$ cat src/design/tcnt_pkg.sv
// Shared types and constants of the per-user traffic counter table.
// No dependencies; every other design file imports this package.
`timescale 1ns / 1ps
package tcnt_pkg;

   localparam int TABLE_ENTRIES = 1024;
   localparam int IDX_W         = $clog2(TABLE_ENTRIES);
   localparam int CNT_W         = IDX_W + 1;
   localparam int FIFO_DEPTH    = 2;
   localparam int FPTR_W        = $clog2(FIFO_DEPTH);

   localparam logic [31:0] UNKNOWN_USER   = 32'hFFFF_FFFF;
   localparam logic [15:0] ETHERTYPE_IPV4 = 16'h0800;
   localparam logic [7:0]  PROTO_TCP      = 8'd6;
   localparam logic [7:0]  PROTO_UDP      = 8'd17;
   localparam logic [15:0] ETH_HDR_BYTES  = 16'd14;
   localparam logic [15:0] IPV4_MIN_BYTES = 16'd20;
   localparam logic [15:0] TCP_HDR_BYTES  = 16'd20;
   localparam logic [15:0] UDP_HDR_BYTES  = 16'd8;

   typedef enum logic [2:0] {
      ST_UNKNOWN  = 3'd0,
      ST_NOT_IPV4 = 3'd1,
      ST_INSERTED = 3'd2,
      ST_UPDATED  = 3'd3,
      ST_FULL     = 3'd4
   } status_type;

   typedef enum logic [1:0] {
      BK_IDLE = 2'd0,
      BK_SCAN = 2'd1,
      BK_READ = 2'd2
   } back_state_type;

   // One classified packet as it travels from the front to the back.
   typedef struct packed {
      logic        early;
      status_type  status;
      logic        is_egress;
      logic [31:0] user_id;
      logic [31:0] packet_length;
      logic [31:0] source_address;
      logic [31:0] dest_address;
      logic [15:0] source_port;
      logic [15:0] dest_port;
   } item_type;

endpackage

$ cat src/design/tcnt_front.sv
// Front end: accepts packet beats and classifies them.
// Depends on tcnt_pkg.
`timescale 1ns / 1ps
module tcnt_front import tcnt_pkg::*; (
   input  logic        req_valid,
   output logic        req_stall,
   input  logic        req_is_egress,
   input  logic [31:0] req_user_id,
   input  logic [31:0] req_packet_length,
   input  logic [15:0] req_captured_length,
   input  logic [15:0] req_ether_type,
   input  logic [3:0]  req_ip_header_words,
   input  logic [7:0]  req_ip_protocol,
   input  logic [31:0] req_source_address,
   input  logic [31:0] req_dest_address,
   input  logic [15:0] req_source_port,
   input  logic [15:0] req_dest_port,
   input  logic        q_full,
   output logic        q_push,
   output item_type    q_item
);

   logic [15:0] l4_start;
   logic        keep_ports;

   assign req_stall = q_full;
   assign q_push    = req_valid && !q_full;

   always_comb begin
      // Layer 4 offset is at most 74, so no sum below can overflow 16 bits.
      l4_start   = ETH_HDR_BYTES + {10'd0, req_ip_header_words, 2'b00};
      keep_ports = ((req_ip_protocol == PROTO_TCP) &&
                    (l4_start + TCP_HDR_BYTES <= req_captured_length)) ||
                   ((req_ip_protocol == PROTO_UDP) &&
                    (l4_start + UDP_HDR_BYTES <= req_captured_length));
      q_item.is_egress      = req_is_egress;
      q_item.user_id        = req_user_id;
      q_item.packet_length  = req_packet_length;
      q_item.source_address = req_source_address;
      q_item.dest_address   = req_dest_address;
      q_item.source_port    = keep_ports ? req_source_port : 16'd0;
      q_item.dest_port      = keep_ports ? req_dest_port : 16'd0;
      if (req_user_id == UNKNOWN_USER) begin
         q_item.early  = 1'b1;
         q_item.status = ST_UNKNOWN;
      end else if ((req_captured_length < ETH_HDR_BYTES) ||
                   (req_ether_type != ETHERTYPE_IPV4) ||
                   (req_captured_length < ETH_HDR_BYTES + IPV4_MIN_BYTES)) begin
         q_item.early  = 1'b1;
         q_item.status = ST_NOT_IPV4;
      end else begin
         q_item.early  = 1'b0;
         q_item.status = ST_UPDATED;
      end
   end

endmodule

$ cat config.mk
export PLATFORM = sky130hd
export DESIGN_NAME = tcnt_front
export DESIGN_NICKNAME = d
export VERILOG_FILES = /design/src/design/tcnt_pkg.sv /design/src/design/tcnt_front.sv
export SDC_FILE = /design/constraint.sdc
export NUM_CORES = 1
export LEC_CHECK = 0
export BUFFER_PORTS_ARGS = -buffer_cell sky130_fd_sc_hd__buf_4
export CAP_MARGIN = 20
export CORE_AREA = 2 2 146 148
export DETAILED_ROUTE_END_ITERATION = 8
export DIE_AREA = 0 0 148 150
export PLACE_DENSITY = 0.37
export SLEW_MARGIN = 20
export SYNTH_ARGS = -nofsm -noshare
export SYNTH_HDL_FRONTEND = slang
export SYNTH_SLANG_ARGS = --single-unit
export TNS_END_PERCENT = 100
$ cat constraint.sdc
create_clock -name vclk -period 9.1
set_input_delay 0.91 -clock vclk [all_inputs]
set_output_delay 0.91 -clock vclk [all_outputs]
set_load 0.05 [all_outputs]
### Word-level counts from Yosys, hierarchy flattened

Index checks and enable logic that the tools add are counted.

| storage, ports and cells | value |
|---|---|
| register bits after elaboration | 0 |
| input port bits | 207 |
| output and inout bits | 167 |

| operators by class | value |
|---|---|
| add/sub/neg operators | 3 |
| magnitude comparators | 4 |
| equality and inequality tests | 4 |
| mux-type cells | 4 |
| reduce and logical (&&, ||, !) cells | 7 |

Operators with widths:

| kind | count |
|---|---|
| $eq A32 B32 Y1 const B | 1 |
| $le A8 B16 Y1 | 2 |
| $mux W16 | 2 |
| $lt A16 B4 Y1 const B | 1 |
| $lt A16 B6 Y1 const B | 1 |
| $ne A16 B12 Y1 const B | 1 |
| $add A7 B4 Y8 const B | 1 |
| $add A7 B5 Y8 const B | 1 |
| $eq A8 B3 Y1 const B | 1 |
| $eq A8 B5 Y1 const B | 1 |
| $mux W4 | 2 |
| $add A4 B6 Y7 const A | 1 |
| $logic_and A1 B1 Y1 | 3 |
| $logic_or A1 B1 Y1 | 3 |
| $logic_not A1 Y1 | 1 |

### Logic depth before layout (Yosys ltp)

| logic depth | value |
|---|---|
| word-level depth | 6 |
| gate-level depth with buffers | 20 |

### Worst setup path before layout

No wires, ideal clock.

| timing | value |
|---|---|
| path kind | input to output |
| start | in req_ip_header_words[0] |
| end | out q_item[10] (netlist bit) |
| arrival | 4.701 ns |
| path slack | 3.489 ns |
| stages | 19 |
| path buffers | 2 |
| path through | clkbuf_1 > inv_1 > ha_1 > inv_1 > nor2_1 > nor2b_1 > inv_1 > ha_1 > nand2_1 > o22ai_1 > nand2_1 > o221ai_1 > xnor2_1 > ha_1 > nand2_1 > o41ai_1 > o21ai_2 > buf_2 > a21boi_0 |

RTL lines:

| element | line | text |
|---|---|---|
| start: declaration | tcnt_front.sv:12 | `input logic [3:0] req_ip_header_words,` |
| end: declaration | tcnt_front.sv:20 | `output item_type q_item` |

==> metrics.yaml <==
outcome:
  outcome: "finished, final reports clean"
detailed_routing:
  drt_pre_antenna_iters: 4
  vias: 1946
  avgRoutedWirePerCell_um: 14.9
  drt-total-wl_um: 8970
  route.detailed.drc: 0
  antenna_left: 0
  drt_iter0_markers: 59
  vias_per_cell: 3.24
grt:
  overflow: 0
  grt_max_degree: 33
  grt_use_total: 0.0720
  grt_pass1_vias: 2011
  antenna_found_initial: 0
  grt_pass1_wl_um: 12400
cells_and_area:
  regArea_um2: 0
  seq_cell_count: 0
  layout.nets: 551
  area_delta_synth_final_pct: 31.6
  clkbuf_count: 0
  drive_gt1_frac: 0.604
  diodes: 0
  finalNonFillerCells: 601
  final_area_mm2: 0.00275
pwr:
  p_total_w: 0.000123
  leakagePower_nw: 1.31
  peakVddDrop_mv: 0.0165
  power.density_mw_per_mm2: 44.9
job:
  cap_violations: 0
timing:
  clock.fmax_mhz: 193
  setup_tns_ns: 0
  min_period_over_period: 0.568
  whs_ns: 1.82
  setup_violations: 0
  hold_violations: 0
  tightest_slew_ns: 0.526
  slew_viol_final: 0
  rsz0062_at_grt: "false"
  period_needed_ns: 5.17
  slew_headroom: 0.645
place:
  placed_cell_area_mm2: 0.00275
  port_buffers: 179
  post-place-cells: 601
  place_hpwl_um: 8200
  place_congestion: 0.823
logic_synthesis:
  synth_seq_area_share: 0
  avgSynthCellArea_um2: 7.36
  synth_cell_types: 37
  syn_nets: 507
  yosysWarnings: 0
  synth_area_mm2: 0.00209
  syn_inst: 284
floorplanning:
  start_util: 0.101
  die_x_um: 148
  die_y_um: 150
  core_mm2: 0.0207
  io_pins: 374
  dieArea_mm2: 0.0222
  fp-row-count: 53
critical_path:
  start_kind: "primary input"
  cp.arrival_ns: 4.26
  critical_path_class: "primary input to primary output"
  critPathCaptureType: "primary output"
  cp_max_fo: 32
  crit_required_ns: 8.19
cts:
  hold_buffers: 0
  postCtsSetupRepairBufs: 0
  cts_resized: 0
worst_hold_path:
  hp-class: "primary input to primary output"
==> critical path: stages <==
cell and delay (ns):
buf_4 0.13, inv_1 0.09, ha_1 0.24, inv_1 0.14, nor2_1 0.09, nor2b_1 0.24, inv_1 0.07, ha_1 0.22
nand2_1 0.07, o22ai_1 0.06, nand2_1 0.07, o221ai_1 0.12, xnor2_1 0.15, ha_1 0.29, nand2_1 0.07, o41ai_1 0.41
o21ai_2 0.08, buf_4 0.26, a21boi_0 0.27, buf_4 0.25
==> path summary, 6_finish.rpt <==
path	start	cells after the start	slack, ns	to
worst min-delay path	req_packet_length[21]	0	1.82	q_item[117]
worst max-delay path	req_ip_header_words[0]	20	3.93	q_item[10]
==> synthesized netlist by cell type (3+ instances only) <==
cell type / instances / area [um2]
ha_1: 16 / 200
a21boi_0: 12 / 90.1
nand4_1: 9 / 56.3
a21boi_2: 10 / 113
a21oi_1: 10 / 50.1
buf_4: 132 / 991
inv_1: 14 / 52.6
nor2_1: 9 / 33.8
o21ai_0: 7 / 35.0
buf_6: 3 / 33.8
nand2_1: 9 / 33.8
xnor2_1: 3 / 26.3
a21boi_1: 10 / 75.1
o41ai_1: 4 / 35.0
nor4_1: 5 / 31.3
==> kinds of logic (layout without fill, tap and decap cells) <==
| kind of cell | after synthesis | count (layout) | share of synthesized area |
|---|---|---|---|
| AOI/OAI and AO/OA | 59 | 59 | 0.214 |
| xor gates and xnor gates | 5 | 5 | 0.0210 |
| adders and majority gates | 16 | 16 | 0.0958 |
| buffers and inverters | 153 | 195 | 0.524 |
| other | 1 | 1 | 0.00179 |
| and+or+nand+nor | 50 | 50 | 0.143 |
==> metal layers <==
metal,vias up,wire (um),share of wire,track usage
li1,921,-,-,-
met1,865,2990,0.33,0.0745
met2,130,4870,0.54,0.141
met3,30,793,0.088,0.0183
met4,0,321,0.036,0.0229
met5,-,0,0,0
==> stage by stage <==
step / utilization / setup WS [ns]
CTS: 0.133 / 3.89
global placement: 0.133 / 3.92
global route: 0.133 / 3.61
finish: 0.133 / 3.93
detailed placement: 0.133 / 3.92
floorplan: - / 3.49
==> power breakdown <==
group          leakage [nW]  switching, W  internal [W]
clock                     0             0             0
combinational          1.31     0.0000666     0.0000568
sequential                0             0             0
==> layout make-up <==
| type | count | area [um2] |
|---|---|---|
| multi-input cells | 131 | 995 |
| inverters | 14 | 52.6 |
| fillers | 2403 | 17900 |
| repair buffers | 181 | 1360 |
| well taps | 275 | 344 |
==> layout by cell type (no fill, tap or decap), drive strengths merged, types with 2 or more instances in the layout <==
cell type / count
xnor2: 3
a21boi: 32
o41ai: 4
or4bb: 2
and3: 2
nand2: 9
buf: 181
nor2b: 2
o21ai: 9
inv: 14
nand2b: 2
nor4: 5
o221ai: 2
a21oi: 10
or4: 3
nor2: 10
nand4: 9
xor2: 2
ha: 16
Note: power is estimated with default switching activity, not from simulation.
