$ cat src/design/tcnt_pkg.sv
// Shared types and constants of the per-user traffic counter table.
// No dependencies; every other design file imports this package.
`timescale 1ns / 1ps
package tcnt_pkg;

   localparam int TABLE_ENTRIES = 1024;
   localparam int IDX_W         = $clog2(TABLE_ENTRIES);
   localparam int CNT_W         = IDX_W + 1;
   localparam int FIFO_DEPTH    = 2;
   localparam int FPTR_W        = $clog2(FIFO_DEPTH);

   localparam logic [31:0] UNKNOWN_USER   = 32'hFFFF_FFFF;
   localparam logic [15:0] ETHERTYPE_IPV4 = 16'h0800;
   localparam logic [7:0]  PROTO_TCP      = 8'd6;
   localparam logic [7:0]  PROTO_UDP      = 8'd17;
   localparam logic [15:0] ETH_HDR_BYTES  = 16'd14;
   localparam logic [15:0] IPV4_MIN_BYTES = 16'd20;
   localparam logic [15:0] TCP_HDR_BYTES  = 16'd20;
   localparam logic [15:0] UDP_HDR_BYTES  = 16'd8;

   typedef enum logic [2:0] {
      ST_UNKNOWN  = 3'd0,
      ST_NOT_IPV4 = 3'd1,
      ST_INSERTED = 3'd2,
      ST_UPDATED  = 3'd3,
      ST_FULL     = 3'd4
   } status_type;

   typedef enum logic [1:0] {
      BK_IDLE = 2'd0,
      BK_SCAN = 2'd1,
      BK_READ = 2'd2
   } back_state_type;

   // One classified packet as it travels from the front to the back.
   typedef struct packed {
      logic        early;
      status_type  status;
      logic        is_egress;
      logic [31:0] user_id;
      logic [31:0] packet_length;
      logic [31:0] source_address;
      logic [31:0] dest_address;
      logic [15:0] source_port;
      logic [15:0] dest_port;
   } item_type;

endpackage

$ cat src/design/tcnt_fifo.sv
// Short queue of classified items between the front and the back.
// Depends on tcnt_pkg.
`timescale 1ns / 1ps
module tcnt_fifo import tcnt_pkg::*; (
   input  logic     clock,
   input  logic     reset,
   input  logic     push,
   input  item_type push_item,
   output logic     full,
   input  logic     pop,
   output logic     empty,
   output item_type head_item
);

   item_type            slot_ff [FIFO_DEPTH];
   logic [FPTR_W-1:0]   wr_ptr_ff, wr_ptr_in;
   logic [FPTR_W-1:0]   rd_ptr_ff, rd_ptr_in;
   logic [FPTR_W:0]     fill_ff, fill_in;

   assign full      = (fill_ff == (FPTR_W+1)'(FIFO_DEPTH));
   assign empty     = (fill_ff == '0);
   assign head_item = slot_ff[rd_ptr_ff];

   always_comb begin
      wr_ptr_in = push ? wr_ptr_ff + 1'b1 : wr_ptr_ff;
      rd_ptr_in = pop ? rd_ptr_ff + 1'b1 : rd_ptr_ff;
      fill_in   = fill_ff + (FPTR_W+1)'(push) - (FPTR_W+1)'(pop);
   end

   always_ff @(posedge clock) begin
      if (reset) begin
         wr_ptr_ff <= '0;
         rd_ptr_ff <= '0;
         fill_ff   <= '0;
      end else begin
         wr_ptr_ff <= wr_ptr_in;
         rd_ptr_ff <= rd_ptr_in;
         fill_ff   <= fill_in;
      end
   end

   always_ff @(posedge clock) begin
      if (push) begin
         slot_ff[wr_ptr_ff] <= push_item;
      end
   end

endmodule

$ cat config.mk
export PLATFORM = sky130hd
export DESIGN_NAME = tcnt_fifo
export DESIGN_NICKNAME = d
export VERILOG_FILES = /design/src/design/tcnt_pkg.sv /design/src/design/tcnt_fifo.sv
export SDC_FILE = /design/constraint.sdc
export NUM_CORES = 1
export LEC_CHECK = 0
export BUFFER_PORTS_ARGS = -buffer_cell sky130_fd_sc_hd__buf_4
export CORE_AREA = 2 2 168 137
export CTS_CLUSTER_SIZE = 14
export DETAILED_ROUTE_END_ITERATION = 10
export DIE_AREA = 0 0 170 139
export GPL_TIMING_DRIVEN = 0
export PLACE_DENSITY_LB_ADDON = 0.2
export SETUP_SLACK_MARGIN = 0.02
export SKIP_CTS_REPAIR_TIMING = 1
export SLEW_MARGIN = 15
export SYNTH_ARGS = -nofsm -noshare
export SYNTH_HDL_FRONTEND = slang
export SYNTH_SLANG_ARGS = --single-unit
$ cat constraint.sdc
create_clock -name clock -period 14.95 [get_ports clock]
set_input_delay 2.2425 -clock clock [delete_from_list [all_inputs] [get_ports clock]]
set_output_delay 2.2425 -clock clock [all_outputs]
set_load 0.005 [all_outputs]
# ---- Yosys cells after proc, flatten, opt, wreduce, memory -nomap -nowiden
# Memory sizes are Yosys's and may differ from the RTL's. A register that Yosys moved wholly into a read port is not among the register bits.
# Index checks and enable logic that the tools add are counted.
dict set report word_totals {
  regBits 4
  latchBits 0
  mem_bits_rw 330
  rom_bits 0
  inputBits 169
  output_inout_bits 167
  word_cells 14
  mem_count 1
}
dict set report op_classes {
  n_addsub 4
  n_mul 0
  div_mod_pow 0
  order_cmp 0
  n_eq_ne 1
  n_shift 0
  n_mux 4
  bitwise_logic 0
  reduce_logical 1
}
# name words word_bits read_ports rd_clocked_by_memory_dff wr line
set memory_table {}
lappend memory_table {slot_ff 2 165 1 1 1 tcnt_fifo.sv:15} ;# item_type slot_ff [FIFO_DEPTH];
# op n
set op_table {}
lappend op_table {{$mux W1} 4}
lappend op_table {{$add A1 B1 Y1 const B} 2}
lappend op_table {{$add A2 B1 Y2} 1}
lappend op_table {{$eq A2 B2 Y1 const B} 1}
lappend op_table {{$logic_not A2 Y1} 1}
lappend op_table {{$sub A2 B1 Y2} 1}

# ---- Longest topological paths before layout
dict set report depth {
  ltp_word 3
  mapped_depth 6
  depth_no_buf 6
}

# ---- Least setup slack after synthesis
# No wires, ideal clock.
dict set report synth_timing {
  path_type {input -> register}
  start {input port push}
  end {memory slot_ff[0][0] (netlist bit) (enable)}
  setup_time_ns 0.712
  arrival_time_ns 9.371
  required_time_ns 14.238
  setup_slack_ns 4.867
  path_stages 1
  cell_sequence {nor2b_1}
}
dict set report synth_between {
  elab_chain_cells 2
}
# item line
set synth_lines {}
lappend synth_lines {{from (decl)} tcnt_fifo.sv:7} ;# input logic push,
lappend synth_lines {{$mux W1} tcnt_fifo.sv:43} ;# if (push) begin
lappend synth_lines {{$mux W1 (not written as such)} tcnt_fifo.sv:44} ;# slot_ff[wr_ptr_ff] <= push_item;
lappend synth_lines {{to (decl)} tcnt_fifo.sv:15}
# No other way between the ends.

==> impl_metrics.yaml <==
floorplanning:
  io_pins: 336
  row_count: 49
  start_util_pct: 55.2
  die_height_um: 139
  dieArea_um2: 23600
  core_area_um2: 22100
  die_w_um: 170
power:
  powerDensity_nw_per_um2: 130
  ir_drop_mv: 0.125
  power.leakage_nw: 6.11
place:
  port_buffers: 335
  dpl_cell_area_um2: 15300
  pre_cts_slack_ns: 10.99
  dp_hpwl_um: 17700
  dp_cells: 1159
  place_congestion: 0.773
clock_tree:
  cts_max_level: 1
  cts.sinks: 335
  cts_tree: "built"
  clkLatencyLatePin_ns: 0.53
  clk_pin_slew_ns: 0.06
  cts_buffer_depth: 3
  root_buffer: "clkbuf_16"
  numCtsBuffers: 31
synthesis:
  synth_top_family_by_area: "multiplexers"
  ys_ff_latch: 335
  synth_xor_area_share_pct: 0.329
  synth_top_area_share_pct: 81.4
  synth_area_leaders: "edfxtp_1 (81%), mux2_2 (15%), buf_6 (1.6%)"
  synth_cell_types: 12
  synth_compound_area_share_pct: 0
  synth-seq-area-share_pct: 82.2
  synth-simple-area-share_pct: 0.360
  synthMuxAreaShare_pct: 15.3
  synthAdderAreaFrac_pct: 0.205
  synth_area_um2: 12200
  synth_warnings: 0
  syn_avg_cell_area_um2: 22.8
  synth_area_leader_cell: "edfxtp_1"
  syn_nets: 705
  syn_inst: 534
setup_path:
  cp_max_fo: 10
  end_kind: "output pin"
  critPathArrivalTime_ns: 1.84
  start_kind: "flop"
  required_ns: 12.71
  path_class: "reg2out"
sta:
  fin_ws_ns: 10.87
  finalHoldViolCount: 0
  tightest_slew_ns: 0.701
  period_minus_slack_ns: 4.08
  setup_viol: 0
  maxSlewHeadroom_pct: 53.3
  fmax_mhz: 245
  tns_ns: 0
  slew_violations: 0
  rsz0062_at_grt: "false"
  finalCritPeriodShare_pct: 27.3
  skew_ns: 0.00906
run_status:
  run_status: "finished, final reports clean"
layout:
  area_delta_synth_final_pct: 33.3
  layout-drive-gt1-share_pct: 61.0
  stdcell_count: 1214
  num-nets-final: 1083
  n_antenna_cell: 0
  stdcell_area_um2: 16200
global_routing:
  grt_pass1_vias: 6838
  grt-ovfl-total: 0
  grt_pass1_wl_um: 37300
  grt_max_degree: 50
  grt.total_usage_pct: 20.8
  antenna_found_initial: 0
worst_hold_path:
  hp-class: "reg2reg"
detailed_routing:
  first_pass_iters: 5
  wl_um: 25100
  drt_iter0_drc: 332
  ant_nets: 0
  vias_per_cell: 5.18
  num_vias: 6285
  drc: 0
  wl_per_cell_um: 20.7
job:
  cap_violations: 0
[cell type report]
class / count / area (um2)
fillers: 1309 / 5840
repair buffers: 345 / 2760
plain buffers: 18 / 196
well taps: 280 / 350
flip-flops and latches: 335 / 10000
multi-input cells: 179 / 1980
clock inverters: 17 / 129
inverters: 2 / 7.51
clock buffers: 38 / 802
[through the flow]
stage                     total power, mW  hold WS (ns)  util (%)
after detailed placement             1.40         0.556      69.3
after global placement               1.40         0.495      68.2
after global routing                 2.18         0.618      73.5
final                                2.10         0.588      73.5
after floorplan                      1.25         0.480         -
after CTS                            2.13         0.574      73.5
[sequential cells by signal, indices dropped and copies added (netlist names), named ones only]
register and count:
fill_ff 2, wr_ptr_ff 1, slot_ff 330, rd_ptr_ff 1
[path summary, 6_finish.rpt]
path                  start             end  slack [ns]  cells past startpoint
setup reg to reg  wr_ptr_ff  slot_ff[1][56]       12.92                      3
setup / recovery       flop    head_item[9]       10.87                      4
hold reg to reg   rd_ptr_ff            flop        0.59                      2
hold / removal    rd_ptr_ff            flop        0.59                      2
[synthesized netlist by cell type]
| master | count |
|---|---|
| ha_1 | 2 |
| mux2_2 | 165 |
| buf_2 | 1 |
| buf_6 | 17 |
| inv_1 | 2 |
| xnor2_1 | 2 |
| xnor3_1 | 1 |
| edfxtp_1 | 330 |
| and2_1 | 1 |
| dfxtp_1 | 5 |
| nor2_1 | 5 |
| nor2b_1 | 3 |
[layout by cell type (no fill, tap or decap)]
master / Yosys / layout
nor2_1: 5 / 5
clkinv_1: 0 / 8
xnor2_1: 2 / 2
buf_4: 0 / 335
inv_6: 0 / 1
buf_2: 1 / 1
xnor3_1: 1 / 1
buf_12: 0 / 4
and2_4: 0 / 1
ha_1: 2 / 2
bufinv_16: 0 / 2
edfxtp_1: 330 / 330
clkbuf_16: 0 / 31
clkbuf_1: 0 / 7
clkinv_2: 0 / 6
buf_16: 0 / 6
nor2b_4: 0 / 1
buf_6: 17 / 17
mux2_2: 165 / 165
dfxtp_1: 5 / 5
nor2b_1: 3 / 2
inv_1: 2 / 2
[routing by layer]
metal | routed length (um) | GRT usage [%]
met2 | 12800 | 37.3
met5 | 0 | 0
met4 | 786 | 6.57
met1 | 8790 | 22.3
met3 | 2710 | 8.45
[logic make-up (layout without fill, tap and decap cells)]
kind of cell	Yosys count	in the layout
and+or+nand+nor	9	9
adders and majority gates	2	2
DFF	335	335
buffers and inverters	20	420
xor gates and xnor gates	3	3
muxes	165	165
[critical path: stages, from the launching register on]
cell     delay, ns
dfxtp_1       0.38
buf_6         0.22
buf_6         0.18
mux2_2        0.36
buf_4         0.14
[report_power, final]
group / switching [mW] / internal [mW] / total [mW]
combinational: 0.112 / 0.158 / 0.269
clock: 0.311 / 0.412 / 0.723
sequential: 0.0141 / 1.10 / 1.11
total: 0.436 / 1.67 / 2.10
No activity file was read; power rests on OpenSTA's default activity.
